**src/sv/tmpc_pkg.sv**
```systemverilog
// Shared types, constants and helper functions for the track motor PWM
// command controller. No dependencies; every other file imports it.
`timescale 1ns / 1ps

package tmpc_pkg;

    // Field widths
    localparam int CHAR_W   = 8;
    localparam int VALUE_W  = 16;
    localparam int PERIOD_W = 16;
    localparam int SPEED_W  = 8;
    localparam int THRUST_W = 12;
    localparam int TRACKS   = 4;
    localparam int PROD_W   = PERIOD_W + SPEED_W;
    localparam int CFG_IDX_W  = 3;
    localparam int CFG_DATA_W = 16;

    // Operation codes
    localparam logic OP_TICK    = 1'b0;
    localparam logic OP_COMMAND = 1'b1;

    // Command characters (upper case)
    localparam logic [CHAR_W-1:0] CH_W = 8'h57;
    localparam logic [CHAR_W-1:0] CH_T = 8'h54;
    localparam logic [CHAR_W-1:0] CH_U = 8'h55;
    localparam logic [CHAR_W-1:0] CH_F = 8'h46;
    localparam logic [CHAR_W-1:0] CH_B = 8'h42;
    localparam logic [CHAR_W-1:0] CH_L = 8'h4C;
    localparam logic [CHAR_W-1:0] CH_R = 8'h52;

    // Configuration register indexes
    localparam logic [CFG_IDX_W-1:0] REG_PWM_PERIOD  = 3'd0;
    localparam logic [CFG_IDX_W-1:0] REG_SLOW_SPEED  = 3'd1;
    localparam logic [CFG_IDX_W-1:0] REG_FAST_SPEED  = 3'd2;
    localparam logic [CFG_IDX_W-1:0] REG_THRUST_STOP = 3'd3;
    localparam logic [CFG_IDX_W-1:0] REG_THRUST_MAX  = 3'd4;

    // Reset values
    localparam logic [PERIOD_W-1:0] PERIOD_RST      = 16'd2000;
    localparam logic [SPEED_W-1:0]  SLOW_RST        = 8'd40;
    localparam logic [SPEED_W-1:0]  FAST_RST        = 8'd128;
    localparam logic [THRUST_W-1:0] THRUST_STOP_RST = 12'd1050;
    localparam logic [THRUST_W-1:0] THRUST_MAX_RST  = 12'd2000;
    localparam logic [SPEED_W-1:0]  DUTY_FULL       = 8'd255;

    // One input request after the input register
    typedef struct packed {
        logic                      operation;
        logic [CHAR_W-1:0]         cmd_type;
        logic [CHAR_W-1:0]         cmd_direction;
        logic                      values_present;
        logic signed [VALUE_W-1:0] left_value;
        logic signed [VALUE_W-1:0] right_value;
    } t_item;

    // State updates decoded from one request
    typedef struct packed {
        logic                             is_tick;
        logic                             known;
        logic                             thr_wr;
        logic                             thr_active;
        logic [THRUST_W-1:0]              left_thrust;
        logic [THRUST_W-1:0]              right_thrust;
        logic                             trk_wr;
        logic                             trk_active;
        logic [TRACKS-1:0][SPEED_W-1:0]   speed;
        logic                             fwd_wr;
        logic                             fwd_val;
        logic                             led_wr;
        logic                             led_val;
    } t_cmd_upd;

    // Fold lower-case letters to upper case
    function automatic logic [CHAR_W-1:0] upcase(input logic [CHAR_W-1:0] c);
        logic [CHAR_W-1:0] v;
        v = c;
        if (c >= 8'h61 && c <= 8'h7A) begin
            v = c - 8'd32;
        end
        return v;
    endfunction

    // Floor of x / 255: shift-add estimate, then one remainder correction
    function automatic logic [PERIOD_W-1:0] div255(input logic [PROD_W-1:0] x);
        logic [PROD_W+1:0] xe;
        logic [PROD_W+1:0] sum;
        logic [PROD_W+1:0] q0;
        logic [PROD_W+1:0] prod;
        logic [PROD_W+1:0] rem;
        logic [PROD_W+1:0] q;
        xe   = {2'b00, x};
        sum  = xe + (xe >> 8) + (xe >> 16);
        q0   = sum >> 8;
        prod = (q0 << 8) - q0;
        rem  = xe - prod;
        q    = (rem >= (PROD_W+2)'(DUTY_FULL)) ? q0 + (PROD_W+2)'(1) : q0;
        return q[PERIOD_W-1:0];
    endfunction

endpackage

```
**src/sv/tmpc_cmd_decode.sv**
```systemverilog
// Command decoder: turns one registered request into state updates.
// Depends on tmpc_pkg for the request and update types.
`timescale 1ns / 1ps

module tmpc_cmd_decode
    import tmpc_pkg::*;
(
    input  t_item                i_item,
    input  logic [SPEED_W-1:0]   i_slow_speed,
    input  logic [SPEED_W-1:0]   i_fast_speed,
    input  logic [THRUST_W-1:0]  i_thrust_stop,
    input  logic [THRUST_W-1:0]  i_thrust_max,
    output t_cmd_upd             o_upd
);

    logic [CHAR_W-1:0]  typ;
    logic [CHAR_W-1:0]  dir;
    logic [SPEED_W-1:0] sp;

    // Raise to the stop value first, then cap at the max value
    function automatic logic [THRUST_W-1:0] clamp_thrust(
        input logic signed [VALUE_W-1:0] v,
        input logic [THRUST_W-1:0]       lo,
        input logic [THRUST_W-1:0]       hi
    );
        logic signed [VALUE_W:0] w;
        logic signed [VALUE_W:0] lo_s;
        logic signed [VALUE_W:0] hi_s;
        w    = {v[VALUE_W-1], v};
        lo_s = signed'({{(VALUE_W+1-THRUST_W){1'b0}}, lo});
        hi_s = signed'({{(VALUE_W+1-THRUST_W){1'b0}}, hi});
        if (w < lo_s) begin
            w = lo_s;
        end
        if (w > hi_s) begin
            w = hi_s;
        end
        return w[THRUST_W-1:0];
    endfunction

    assign typ = upcase(i_item.cmd_type);
    assign dir = upcase(i_item.cmd_direction);
    assign sp  = (typ == CH_U) ? i_fast_speed : i_slow_speed;

    // Decode the request into register updates
    always_comb begin
        o_upd = '0;
        if (i_item.operation == OP_TICK) begin
            o_upd.is_tick = 1'b1;
        end else if (typ == CH_W) begin
            o_upd.known  = 1'b1;
            o_upd.thr_wr = 1'b1;
            o_upd.led_wr = 1'b1;
            case (dir)
                CH_F: begin
                    if (i_item.values_present) begin
                        o_upd.left_thrust  = clamp_thrust(i_item.left_value,
                                                          i_thrust_stop, i_thrust_max);
                        o_upd.right_thrust = clamp_thrust(i_item.right_value,
                                                          i_thrust_stop, i_thrust_max);
                    end else begin
                        o_upd.left_thrust  = i_thrust_max;
                        o_upd.right_thrust = i_thrust_max;
                    end
                    o_upd.thr_active = 1'b1;
                    o_upd.led_val    = 1'b1;
                end
                CH_L: begin
                    o_upd.left_thrust  = i_thrust_stop;
                    o_upd.right_thrust = i_thrust_max;
                    o_upd.thr_active   = 1'b1;
                    o_upd.led_val      = 1'b1;
                end
                CH_R: begin
                    o_upd.left_thrust  = i_thrust_max;
                    o_upd.right_thrust = i_thrust_stop;
                    o_upd.thr_active   = 1'b1;
                    o_upd.led_val      = 1'b1;
                end
                default: begin
                    o_upd.left_thrust  = i_thrust_stop;
                    o_upd.right_thrust = i_thrust_stop;
                end
            endcase
        end else if (typ == CH_T || typ == CH_U) begin
            o_upd.known      = 1'b1;
            o_upd.trk_wr     = 1'b1;
            o_upd.trk_active = 1'b1;
            o_upd.led_wr     = 1'b1;
            o_upd.led_val    = 1'b1;
            o_upd.fwd_wr     = 1'b1;
            case (dir)
                CH_F: begin
                    o_upd.speed   = {sp, sp, sp, sp};
                    o_upd.fwd_val = 1'b1;
                end
                CH_B: begin
                    o_upd.speed   = {sp, sp, sp, sp};
                end
                CH_L: begin
                    // slow on the left tracks (0 and 2)
                    o_upd.speed   = {sp, i_slow_speed, sp, i_slow_speed};
                    o_upd.fwd_val = 1'b1;
                end
                CH_R: begin
                    // slow on the right tracks (1 and 3)
                    o_upd.speed   = {i_slow_speed, sp, i_slow_speed, sp};
                    o_upd.fwd_val = 1'b1;
                end
                default: begin
                    // stop: speeds to zero, keep directions
                    o_upd.fwd_wr     = 1'b0;
                    o_upd.trk_active = 1'b0;
                    o_upd.led_val    = 1'b0;
                end
            endcase
        end
    end

endmodule

```
**src/sv/tmpc_pwm_lane.sv**
```systemverilog
// One track PWM channel: speed, level, elapsed counter and high/low times.
// Depends on tmpc_pkg for widths and the divide-by-255 helper.
`timescale 1ns / 1ps

module tmpc_pwm_lane
    import tmpc_pkg::*;
#(
    parameter int COUNTER_BITS = 16
) (
    input  logic                i_clk,
    input  logic                i_rst_n,
    input  logic                i_set_speed,
    input  logic [SPEED_W-1:0]  i_speed,
    input  logic                i_tick,
    input  logic [PERIOD_W-1:0] i_period,
    output logic                o_level_next
);

    localparam int CW = (COUNTER_BITS > PERIOD_W) ? COUNTER_BITS : PERIOD_W;

    logic [SPEED_W-1:0]      r_speed, n_speed;
    logic                    r_level, n_level;
    logic [COUNTER_BITS-1:0] r_count, n_count;
    logic [PERIOD_W-1:0]     r_high, n_high;
    logic [PERIOD_W-1:0]     r_low, n_low;
    logic [PROD_W-1:0]       product;
    logic [COUNTER_BITS-1:0] count_inc;

    // Refresh high/low times from the speed that will be stored
    always_comb begin
        n_speed = i_set_speed ? i_speed : r_speed;
        product = PROD_W'(i_period) * PROD_W'(n_speed);
        n_high  = div255(product);
        n_low   = i_period - n_high;
    end

    assign count_inc = (&r_count) ? r_count : r_count + COUNTER_BITS'(1);

    // Advance the channel on a tick
    always_comb begin
        n_level = r_level;
        n_count = r_count;
        if (i_tick) begin
            if (r_speed == '0) begin
                n_level = 1'b0;
                n_count = '0;
            end else begin
                n_count = count_inc;
                if (!r_level && CW'(n_count) >= CW'(r_low)) begin
                    n_level = 1'b1;
                    n_count = '0;
                end
                if (n_level && CW'(n_count) >= CW'(r_high)) begin
                    n_level = 1'b0;
                    n_count = '0;
                end
            end
        end
    end

    assign o_level_next = n_level;

    always_ff @(posedge i_clk) begin
        if (!i_rst_n) begin
            r_speed <= '0;
            r_level <= 1'b0;
            r_count <= '0;
        end else begin
            r_speed <= n_speed;
            r_level <= n_level;
            r_count <= n_count;
        end
    end

    // Timing values follow the speed and period every cycle
    always_ff @(posedge i_clk) begin
        r_high <= n_high;
        r_low  <= n_low;
    end

endmodule

```
**src/sv/track_motor_pwm_command_controller.sv**
```systemverilog
// Top level of the track motor PWM command controller: registers, request
// pipeline and result register. Depends on tmpc_pkg, tmpc_cmd_decode, tmpc_pwm_lane.
`timescale 1ns / 1ps

// Usage:
// Requests enter on the s_axis channel; tuser[0] selects a tick (0) or a
// command (1). Each request yields exactly one result on m_axis showing the
// PWM levels, directions, thruster pulse widths and flags after that request.
// Configuration writes go through i_cfg_valid/i_cfg_index/i_cfg_data and are
// always taken (o_cfg_ready is high); write only while no request is in flight.
// An accepted request waits in the input register, then moves to the result
// register. Throughput: one request per cycle while results are taken, set by
// the single decode/update stage and the per-channel high-time multiply in that stage.
// A receiver stall holds the result register; the input register then fills
// and s_axis_tready drops until the result is taken. No request is lost.
// Reset (synchronous, active low) loads the register defaults, stops all
// tracks and thrusters and empties both pipeline registers.
module track_motor_pwm_command_controller
    import tmpc_pkg::*;
#(
    parameter int COUNTER_BITS = 16
) (
    input  logic                  i_clk,
    input  logic                  i_rst_n,
    // request channel
    input  logic                  s_axis_tvalid,
    output logic                  s_axis_tready,
    // [7:0] cmd_type, [15:8] cmd_direction, [31:16] left_value, [47:32] right_value
    input  logic [47:0]           s_axis_tdata,
    // [0] operation, [1] values_present
    input  logic [1:0]            s_axis_tuser,
    // result channel
    output logic                  m_axis_tvalid,
    input  logic                  m_axis_tready,
    // [3:0] pwm_levels, [7:4] forward_bits, [19:8] left_pulse, [31:20] right_pulse,
    // [32] thrusters_on, [33] tracks_on, [34] led_on, [39:35] zero
    output logic [39:0]           m_axis_tdata,
    // [0] command_known
    output logic [0:0]            m_axis_tuser,
    // configuration write channel
    input  logic                  i_cfg_valid,
    output logic                  o_cfg_ready,
    input  logic [CFG_IDX_W-1:0]  i_cfg_index,
    input  logic [CFG_DATA_W-1:0] i_cfg_data
);

    // Configuration registers
    logic [PERIOD_W-1:0] r_pwm_period;
    logic [SPEED_W-1:0]  r_slow_speed;
    logic [SPEED_W-1:0]  r_fast_speed;
    logic [THRUST_W-1:0] r_thrust_stop;
    logic [THRUST_W-1:0] r_thrust_max;

    // Pipeline registers
    logic                r_in_valid;
    t_item               r_in;
    logic                r_out_valid;
    logic [39:0]         r_out_data;
    logic                r_out_known;

    // Controller state
    logic [TRACKS-1:0]   r_forward, n_forward;
    logic [THRUST_W-1:0] r_left_thrust, n_left_thrust;
    logic [THRUST_W-1:0] r_right_thrust, n_right_thrust;
    logic                r_thr_active, n_thr_active;
    logic                r_trk_active, n_trk_active;
    logic                r_led, n_led;

    logic                out_free;
    logic                exec;
    t_cmd_upd            upd;
    logic [TRACKS-1:0]   level_next;
    logic [THRUST_W-1:0] left_pulse;
    logic [THRUST_W-1:0] right_pulse;

    assign o_cfg_ready   = 1'b1;
    assign out_free      = !r_out_valid || m_axis_tready;
    assign exec          = r_in_valid && out_free;
    assign s_axis_tready = !r_in_valid || out_free;

    // Configuration writes
    always_ff @(posedge i_clk) begin
        if (!i_rst_n) begin
            r_pwm_period  <= PERIOD_RST;
            r_slow_speed  <= SLOW_RST;
            r_fast_speed  <= FAST_RST;
            r_thrust_stop <= THRUST_STOP_RST;
            r_thrust_max  <= THRUST_MAX_RST;
        end else if (i_cfg_valid) begin
            case (i_cfg_index)
                REG_PWM_PERIOD:  r_pwm_period  <= i_cfg_data[PERIOD_W-1:0];
                REG_SLOW_SPEED:  r_slow_speed  <= i_cfg_data[SPEED_W-1:0];
                REG_FAST_SPEED:  r_fast_speed  <= i_cfg_data[SPEED_W-1:0];
                REG_THRUST_STOP: r_thrust_stop <= i_cfg_data[THRUST_W-1:0];
                REG_THRUST_MAX:  r_thrust_max  <= i_cfg_data[THRUST_W-1:0];
                default: ;
            endcase
        end
    end

    // Input register: hold the request until it executes
    always_ff @(posedge i_clk) begin
        if (!i_rst_n) begin
            r_in_valid <= 1'b0;
        end else if (s_axis_tready) begin
            r_in_valid <= s_axis_tvalid;
        end
    end

    always_ff @(posedge i_clk) begin
        if (s_axis_tvalid && s_axis_tready) begin
            r_in.operation      <= s_axis_tuser[0];
            r_in.values_present <= s_axis_tuser[1];
            r_in.cmd_type       <= s_axis_tdata[7:0];
            r_in.cmd_direction  <= s_axis_tdata[15:8];
            r_in.left_value     <= signed'(s_axis_tdata[31:16]);
            r_in.right_value    <= signed'(s_axis_tdata[47:32]);
        end
    end

    tmpc_cmd_decode u_decode (
        .i_item        (r_in),
        .i_slow_speed  (r_slow_speed),
        .i_fast_speed  (r_fast_speed),
        .i_thrust_stop (r_thrust_stop),
        .i_thrust_max  (r_thrust_max),
        .o_upd         (upd)
    );

    // Track channels
    for (genvar g = 0; g < TRACKS; g++) begin : g_lane
        tmpc_pwm_lane #(
            .COUNTER_BITS (COUNTER_BITS)
        ) u_lane (
            .i_clk        (i_clk),
            .i_rst_n      (i_rst_n),
            .i_set_speed  (exec && upd.trk_wr),
            .i_speed      (upd.speed[g]),
            .i_tick       (exec && upd.is_tick),
            .i_period     (r_pwm_period),
            .o_level_next (level_next[g])
        );
    end

    // Next controller state
    always_comb begin
        n_forward      = r_forward;
        n_left_thrust  = r_left_thrust;
        n_right_thrust = r_right_thrust;
        n_thr_active   = r_thr_active;
        n_trk_active   = r_trk_active;
        n_led          = r_led;
        if (exec) begin
            if (upd.fwd_wr) begin
                n_forward = {TRACKS{upd.fwd_val}};
            end
            if (upd.thr_wr) begin
                n_left_thrust  = upd.left_thrust;
                n_right_thrust = upd.right_thrust;
                n_thr_active   = upd.thr_active;
            end
            if (upd.trk_wr) begin
                n_trk_active = upd.trk_active;
            end
            if (upd.led_wr) begin
                n_led = upd.led_val;
            end
        end
    end

    always_ff @(posedge i_clk) begin
        if (!i_rst_n) begin
            r_forward      <= '1;
            r_left_thrust  <= THRUST_STOP_RST;
            r_right_thrust <= THRUST_STOP_RST;
            r_thr_active   <= 1'b0;
            r_trk_active   <= 1'b0;
            r_led          <= 1'b0;
        end else begin
            r_forward      <= n_forward;
            r_left_thrust  <= n_left_thrust;
            r_right_thrust <= n_right_thrust;
            r_thr_active   <= n_thr_active;
            r_trk_active   <= n_trk_active;
            r_led          <= n_led;
        end
    end

    // Pulse widths fall back to the stop value while thrusters are off
    assign left_pulse  = n_thr_active ? n_left_thrust : r_thrust_stop;
    assign right_pulse = n_thr_active ? n_right_thrust : r_thrust_stop;

    // Result register
    always_ff @(posedge i_clk) begin
        if (!i_rst_n) begin
            r_out_valid <= 1'b0;
        end else if (exec) begin
            r_out_valid <= 1'b1;
        end else if (m_axis_tready) begin
            r_out_valid <= 1'b0;
        end
    end

    always_ff @(posedge i_clk) begin
        if (exec) begin
            r_out_data  <= {5'd0, n_led, n_trk_active, n_thr_active,
                            right_pulse, left_pulse, n_forward, level_next};
            r_out_known <= upd.known;
        end
    end

    assign m_axis_tvalid   = r_out_valid;
    assign m_axis_tdata    = r_out_data;
    assign m_axis_tuser[0] = r_out_known;

endmodule

```
**config.mk**
```make
export PLATFORM = sky130hd
export DESIGN_NAME = track_motor_pwm_command_controller
export DESIGN_NICKNAME = d
export VERILOG_FILES = /design/src/sv/tmpc_pkg.sv /design/src/sv/tmpc_cmd_decode.sv /design/src/sv/tmpc_pwm_lane.sv /design/src/sv/track_motor_pwm_command_controller.sv
export SDC_FILE = /design/constraint.sdc
export NUM_CORES = 2
export LEC_CHECK = 0
export BUFFER_PORTS_ARGS = -buffer_cell sky130_fd_sc_hd__buf_2
export CAP_MARGIN = 10
export CORE_UTILIZATION = 65
export DETAILED_ROUTE_END_ITERATION = 8
export PLACE_DENSITY = 0.91
export SYNTH_ARGS = -nofsm -noshare
export SYNTH_HDL_FRONTEND = slang
export SYNTH_SLANG_ARGS = --single-unit
```
**constraint.sdc**
```tcl
create_clock -name i_clk -period 25.3 [get_ports i_clk]
set_input_delay 3.795 -clock i_clk [delete_from_list [all_inputs] [get_ports i_clk]]
set_output_delay 3.795 -clock i_clk [all_outputs]
set_load 0.1 [all_outputs]
```
Word-level counts from Yosys, hierarchy flattened
Cells that the tools add are included.
{"block": "word_totals", "ff_bits": 403, "input_bits": 74, "out_inout_bits": 44, "wordCells": 247}
{"block": "classes", "n_addsub": 30, "multipliers": 4, "order_cmp": 20, "n_eq_ne": 11, "n_mux": 100, "reduce_logical": 41}
{"op": "16-bit two-way mux", "n": 28}
{"op": "17-bit two-way mux", "n": 10}
{"op": "16-bit by 1-bit adder with 16-bit output (second input constant)", "n": 8}
{"op": "16-bit >= comparator", "n": 8}
{"op": "25-bit by 8-bit adder with 26-bit output", "n": 4}
{"op": "26-bit by 8-bit >= comparator with 1-bit output (second input constant)", "n": 4}
{"op": "24-bit by 26-bit subtractor with 26-bit output", "n": 4}
{"op": "26-bit by 18-bit subtractor with 26-bit output", "n": 4}
{"op": "24-bit by 16-bit adder with 25-bit output", "n": 4}
{"op": "16-bit by 8-bit multiplier with 24-bit output", "n": 4}
{"op": "12-bit two-way mux", "n": 8}
{"op": "32-bit case mux with 3 select lines", "n": 1}
{"op": "24-bit case mux with 3 select lines", "n": 1}
{"op": "64-bit two-way mux", "n": 1}
{"op": "16-bit AND reduction", "n": 4}
{"op": "16-bit subtractor", "n": 4}
{"op": "8-bit by 7-bit == test with 1-bit output (second input constant)", "n": 7}
{"op": "8-bit two-way mux", "n": 7}
{"op": "38-bit two-way mux", "n": 1}
{"op": "1-bit two-way mux", "n": 37}
{"op": "36-bit two-way mux", "n": 1}
{"op": "17-bit by 13-bit > comparator with 1-bit output", "n": 2}
{"op": "8-bit logical NOT", "n": 4}
{"op": "16-bit by 13-bit less-than comparator with 1-bit output", "n": 2}
{"op": "19 further kinds", "n": 48}

Logic depth before layout (Yosys ltp)
{"block": "logic_depth", "word_depth": 23, "depth_mapped": 89, "ltp_nobuf": 86}

By module
Synthesis repeated with hierarchy kept, for this count alone.
{"block": "hier_totals", "hier_cells": 6718, "hier_area_um2": 55638.4}
{"module": "tmpc_pwm_lane at g_lane[1].u_lane", "n_inst": 1, "cells_per_inst": 1469, "area_each_um2": 11669.9, "seq_area_each_um2": 1141.1}
{"module": "tmpc_pwm_lane at g_lane[2].u_lane", "n_inst": 1, "cells_per_inst": 1446, "area_each_um2": 11593.6, "seq_area_each_um2": 1141.1}
{"module": "tmpc_pwm_lane at g_lane[3].u_lane", "n_inst": 1, "cells_per_inst": 1413, "area_each_um2": 11461.0, "seq_area_each_um2": 1141.1}
{"module": "tmpc_pwm_lane at g_lane[0].u_lane", "n_inst": 1, "cells_per_inst": 1414, "area_each_um2": 11352.1, "seq_area_each_um2": 1141.1}
{"module": "track_motor_pwm_command_controller", "n_inst": 1, "cells_per_inst": 527, "area_each_um2": 6342.3, "seq_area_each_um2": 4364.2}
{"module": "tmpc_cmd_decode", "n_inst": 1, "cells_per_inst": 449, "area_each_um2": 3219.3, "seq_area_each_um2": 0.0}

Least setup slack after synthesis
OpenSTA, ideal clock, no wires.
{"block": "synth_timing", "kind": "input -> register", "startpoint": "input port m_axis_tready", "endpoint": "register g_lane[3].u_lane.r_low[14]", "setup_ns": 0.122, "t_arrival_ns": 19.851, "required_time_ns": 25.178, "setup_slack_ns": 5.327, "path_stages": 81, "path_buffers": 6, "path_cell_list": "nor2b_1 nand2b_1 or3_1 clkbuf_1 nand2b_1 clkbuf_1 clkbuf_1 nor2_1 a21o_1 clkbuf_1 nand2_1 fa_1 inv_1 ha_1 inv_1 fa_1 fa_1 inv_1 [... 45 more ...] or4_1 buf_6 xnor2_1 ha_1 inv_1 fa_1 a21o_1 a21oi_1 inv_1 a21oi_1 maj3_2 maj3_2 maj3_2 o211ai_2 nand2_2 maj3_2 a21o_1 a311o_1"}
{"block": "synth_between", "elab_chain_len": 12, "elab_cells_between_ends": 13, "cone_classes": "add/sub: 6; mul: 1; order compare: 1; mux: 2; reduce/logical: 3"}
{"item": "start: declaration", "line": "track_motor_pwm_command_controller.sv:34", "rtl": "input logic m_axis_tready,"}
{"item": "1-bit logical OR (*)", "line": "track_motor_pwm_command_controller.sv:77", "rtl": "assign out_free = !r_out_valid || m_axis_tready;"}
{"item": "1-bit logical AND (*)", "line": "track_motor_pwm_command_controller.sv:78", "rtl": "assign exec = r_in_valid && out_free;"}
{"item": "1-bit logical AND (*)", "line": "track_motor_pwm_command_controller.sv:137", "rtl": ".i_set_speed (exec && upd.trk_wr),"}
{"item": "8-bit two-way mux (*)", "line": "tmpc_pwm_lane.sv:31", "rtl": "n_speed = i_set_speed ? i_speed : r_speed;"}
{"item": "16-bit by 8-bit multiplier with 24-bit output (*)", "line": "tmpc_pwm_lane.sv:32", "rtl": "product = PROD_W'(i_period) * PROD_W'(n_speed);"}
{"item": "24-bit by 16-bit adder with 25-bit output", "line": "tmpc_pkg.sv:92", "rtl": "sum = xe + (xe >> 8) + (xe >> 16);"}
{"item": "25-bit by 8-bit adder with 26-bit output", "line": "tmpc_pkg.sv:92"}
{"item": "26-bit by 18-bit subtractor with 26-bit output", "line": "tmpc_pkg.sv:94", "rtl": "prod = (q0 << 8) - q0;"}
{"item": "24-bit by 26-bit subtractor with 26-bit output", "line": "tmpc_pkg.sv:95", "rtl": "rem = xe - prod;"}
{"item": "26-bit by 8-bit >= comparator with 1-bit output", "line": "tmpc_pkg.sv:96", "rtl": "q = (rem >= (PROD_W+2)'(DUTY_FULL)) ? q0 + (PROD_W+2)'(1) : q0;"}
{"item": "16-bit two-way mux (*)", "line": "tmpc_pkg.sv:96"}
{"item": "named net g_lane[3].u_lane.n_high[0]", "line": "tmpc_pwm_lane.sv:24", "rtl": "logic [PERIOD_W-1:0] r_high, n_high;"}
{"item": "16-bit subtractor (*)", "line": "tmpc_pwm_lane.sv:34", "rtl": "n_low = i_period - n_high;"}
{"item": "named net g_lane[3].u_lane.n_low[14]", "line": "tmpc_pwm_lane.sv:25", "rtl": "logic [PERIOD_W-1:0] r_low, n_low;"}
{"item": "end signal: assignment", "line": "tmpc_pwm_lane.sv:78", "rtl": "r_low <= n_low;"}
{"item": "end: declaration", "line": "tmpc_pwm_lane.sv:25"}
Mark *: on every way through the listed nets, which the timed path passes. The rest lies on a longest branch.
A chain may end at the register's enable or synchronous reset.

Worst setup path after layout
{"block": "layout_timing", "startpoint": "input port m_axis_tready", "endpoint": "register g_lane[2].u_lane.r_low[15]"}
{"block": "layout_between", "elab_chain_len": 12, "elab_cells_between_ends": 13, "cone_classes": "add/sub: 6; mul: 1; order compare: 1; mux: 2; reduce/logical: 3"}
{"item": "1-bit logical OR (*)", "line": "track_motor_pwm_command_controller.sv:77"}
{"item": "1-bit logical AND (*)", "line": "track_motor_pwm_command_controller.sv:78"}
{"item": "1-bit logical AND (*)", "line": "track_motor_pwm_command_controller.sv:137"}
{"item": "8-bit two-way mux (*)", "line": "tmpc_pwm_lane.sv:31"}
{"item": "16-bit by 8-bit multiplier with 24-bit output (*)", "line": "tmpc_pwm_lane.sv:32"}
{"item": "24-bit by 16-bit adder with 25-bit output", "line": "tmpc_pkg.sv:92"}
{"item": "25-bit by 8-bit adder with 26-bit output", "line": "tmpc_pkg.sv:92"}
{"item": "26-bit by 18-bit subtractor with 26-bit output", "line": "tmpc_pkg.sv:94"}
{"item": "24-bit by 26-bit subtractor with 26-bit output", "line": "tmpc_pkg.sv:95"}
{"item": "26-bit by 8-bit >= comparator with 1-bit output", "line": "tmpc_pkg.sv:96"}
{"item": "16-bit two-way mux (*)", "line": "tmpc_pkg.sv:96"}
{"item": "16-bit subtractor (*)", "line": "tmpc_pwm_lane.sv:34"}
{"item": "named net g_lane[2].u_lane.n_low[15]", "line": "tmpc_pwm_lane.sv:25"}
{"item": "end signal: assignment", "line": "tmpc_pwm_lane.sv:78"}
{"item": "end: declaration", "line": "tmpc_pwm_lane.sv:25"}
Marks and branches as above.

==> results.py <==
metrics = {
    "placed_design": {
        "place_area_um2": 53600,
        "port_buffers": 111,
        "dp_slack_ps": 3090,
        "placedCellCount": 7266,
        "gp_congestion": 1.06,
        "dp_hpwl_um": 110000,
    },
    "worst_setup_path": {
        "startpoint_type": "input port",
        "worst_path_largest_cell_delay_ps": 620,
        "cp_slowest_cell": "nor4b_4",
        "r2r-end": "g_lane[2].u_lane.r_low[15]",
        "arrival_ps": 22380,
        "cp_top_family": "compound AO/OA/AOI/OAI gates",
        "path_class": "in2reg",
        "cp_max_fo": 37,
        "r2r-start": "r_in[38]",
        "r2r_cells": 82,
        "critPathRequiredTime_ps": 25760,
        "worstSetupEndpointType": "register",
        "ff2ff_setup_slack_ps": 5060,
        "path_common_cell": "inv_1",
        "path_buf_inv": 13,
    },
    "clocking": {
        "cts.repair.resized": 0,
        "clk_latency_ps": 580,
        "clock-sinks": 403,
        "clk_pin_slew_worst_paths_ps": 60,
        "cts_made_buffers": 40,
        "cts_setup_buffers": 0,
        "max-clock-path-buffers": 3,
        "cts_hold_buf": 0,
        "htreeDepth": 2,
        "cts-root-buf": "clkbuf_16",
        "cts_tree": "built",
    },
    "sta": {
        "tns_ps": 0,
        "setup_slack_ps": 3380,
        "finalHoldViolations": 0,
        "setup_viol": 0,
        "slew_viol_final": 0,
        "worst_slew_pin_slew_ps": 1220,
        "fin_crit_sh": 0.867,
        "skew_ps": 24.5,
        "fmax_mhz": 45.6,
        "hold_ws_ps": 481,
        "rsz0062_at_grt": "no",
        "max-slew-margin-rel": 0.187,
        "min_period_ps": 21920,
    },
    "global_routing": {
        "grt_usage": 0.351,
        "grt_pass1_vias": 46000,
        "grt_max_degree": 84,
        "grt_first_pass_wirelength_um": 232000,
        "grt_overflow": 0,
        "antenna_found_initial": 4,
    },
    "pwr": {
        "p_switching_mw": 0.403,
        "combPwrFrac": 0.126,
        "swShare": 0.270,
        "p_seq_frac": 0.463,
        "internal-power_mw": 1.09,
        "fin_total_pwr_mw": 1.49,
        "vdd_drop_max_uv": 43.4,
        "clkPwrFrac": 0.410,
        "p_per_area_nw_per_um2": 27.2,
        "leakage_nw": 27.9,
    },
    "logic_synthesis": {
        "seq_area_frac_synth": 0.171,
        "netlist_area_um2": 52300,
        "synth_cell_types": 115,
        "syn_area_per_cell_um2": 8.31,
        "synth_top_area_frac": 0.155,
        "synth_cells": 6290,
        "synthFlopType": "dfxtp_1",
        "yosys-top-cells-count": "inv_1 (1037), ha_1 (646), nand2_1 (532)",
        "ys_warn_count": 0,
        "async_flop_share": 0,
        "ys_top_cells_by_area": "fa_1 (15%), ha_1 (15%), dfxtp_1 (12%), inv_1 (7.4%), edfxtp_1 (4.9%)",
        "yosysTopAreaCell": "fa_1",
        "yosysMostFrequentCell": "inv_1",
        "synth-seq-cells": 403,
        "synth_edf_count": 86,
    },
    "final_layout": {
        "final_util": 0.693,
        "design_area_um2": 54900,
        "fillers": 5979,
        "area_growth_pct": 5.01,
        "drive_gt1_frac": 0.0585,
        "fin_nets": 7382,
        "layout.cells.non_filler": 7342,
    },
    "run": {
        "cap_violations": 0,
    },
    "floorplanning": {
        "rows": 103,
        "initial_core_util": 0.660,
        "dieArea_um2": 81600,
        "die_y_um": 286,
        "core-area_um2": 79300,
        "die_w_um": 286,
        "io_pins": 118,
    },
    "route": {
        "first_pass_iters": 9,
        "drc": 0,
        "vias_per_cell": 6.19,
        "routedWlPerCell_um": 19.6,
        "num_vias": 45500,
        "routed_wl_um": 144000,
        "ant_nets": 0,
        "drt_iter0_markers": 4098,
    },
    "worst_hold_path": {
        "hp-class": "reg2reg",
        "whs_path_depth": 2,
        "min_to": "r_trk_active",
        "min-delay-start": "r_trk_active",
    },
    "run_status": {
        "outcome": "complete, no violations",
    },
}
-- registers in the layout (all words and copies together), names as in the netlist, 4 cells and up --
register / count
g_lane.u_lane.r_count: 64
g_lane.u_lane.r_high: 64
g_lane.u_lane.r_low: 64
r_in: 50
m_axis_tdata: 35
g_lane.u_lane.r_speed: 32
r_pwm_period: 16
r_left_thrust: 12
r_right_thrust: 12
r_thrust_max: 12
r_thrust_stop: 12
r_fast_speed: 8
r_slow_speed: 8
g_lane.u_lane.r_level: 4
r_forward: 4
-- area by class of cell --
| cell class | count | area (µm²) | area share |
|---|---|---|---|
| flip-flops and latches | 403 | 8940 | 0.163 |
| well taps | 1050 | 1310 | 0.0239 |
| inverters | 1044 | 3920 | 0.0714 |
| clock inverters | 20 | 175 | 0.00319 |
| multi-input cells | 4618 | 38500 | 0.702 |
| clock buffers | 53 | 1150 | 0.0210 |
| repair buffers | 151 | 856 | 0.0156 |
| diodes | 3 | 7.51 | 0.000137 |
-- how the worst max path moves through the flow --
stage | cells after the start | slack [ps] | from | to
floorplan | 81 | 5330 | m_axis_tready | g_lane[3].u_lane.r_low[14]
global placement | 77 | 3730 | m_axis_tready | g_lane[1].u_lane.r_low[12]
detailed placement | 79 | 3090 | m_axis_tready | g_lane[2].u_lane.r_low[15]
CTS | 79 | 3600 | m_axis_tready | g_lane[2].u_lane.r_low[15]
global route | 79 | 2130 | m_axis_tready | g_lane[2].u_lane.r_low[15]
finish | 79 | 3380 | m_axis_tready | g_lane[2].u_lane.r_low[15]
-- kinds of logic after synthesis --
kind of cell	count (synthesis)	share of synthesized area
simple gates	1864	0.180
buf+inv	1273	0.0924
compound gates	1207	0.159
fa+ha+maj	1082	0.316
flops	403	0.171
xor+xnor	374	0.0641
mux	85	0.0175
other cells	2	0.000144
-- cell usage in the layout (no fill, tap or decap), types with 19 or more instances in the layout --
master / count
inv_1: 1037
o21ai_0: 155
a2bb2oi_1: 32
nand2_1: 532
nor2_1: 364
and3_1: 51
nor2b_1: 70
fa_1: 404
o21bai_1: 47
a31oi_1: 21
dfxtp_1: 310
a221oi_1: 35
clkbuf_16: 42
o211ai_1: 48
and2_1: 397
mux2i_1: 32
nor3_1: 73
a21oi_1: 284
nand2b_1: 64
buf_4: 40
mux2_2: 53
ha_1: 646
xor2_1: 88
o21a_1: 57
a22oi_1: 61
xnor2_1: 279
o22ai_1: 32
or3_1: 23
edfxtp_1: 86
a211oi_1: 29
nand3_1: 105
nor4_1: 31
maj3_1: 19
nand4_1: 58
buf_2: 111
a21o_1: 210
or2_2: 20
-- per-layer routing --
| metal | wire [µm] | vias to the layer above | share of wire | GRT usage |
|---|---|---|---|---|
| met5 | 21 | - | 0.00015 | 0 |
| met4 | 9180 | 4 | 0.064 | 0.204 |
| met3 | 13900 | 615 | 0.097 | 0.0600 |
| met1 | 53800 | 21600 | 0.37 | 0.418 |
| met2 | 66900 | 2327 | 0.46 | 0.596 |
| li1 | - | 20900 | - | - |
-- power groups by stage --
| stage | registers (mW) | clock network [mW] | logic (mW) |
|---|---|---|---|
| 6_report | 0.691 | 0.612 | 0.188 |
| 5_1_grt | 0.692 | 0.639 | 0.203 |
| 4_1_cts | 0.691 | 0.617 | 0.185 |
| 3_5_place_dp | 0.704 | 0 | 0.183 |
| 3_3_place_gp | 0.704 | 0 | 0.178 |
| 2_1_floorplan | 0.713 | 0 | 0.119 |
-- worst min-delay path, delay by kind of cell (launching register included) --
family | cells | cell delay [ps]
compound gates | 1 | 70
simple gates | 1 | 70
flops | 1 | 300
Power figures use the tool's default switching activity.
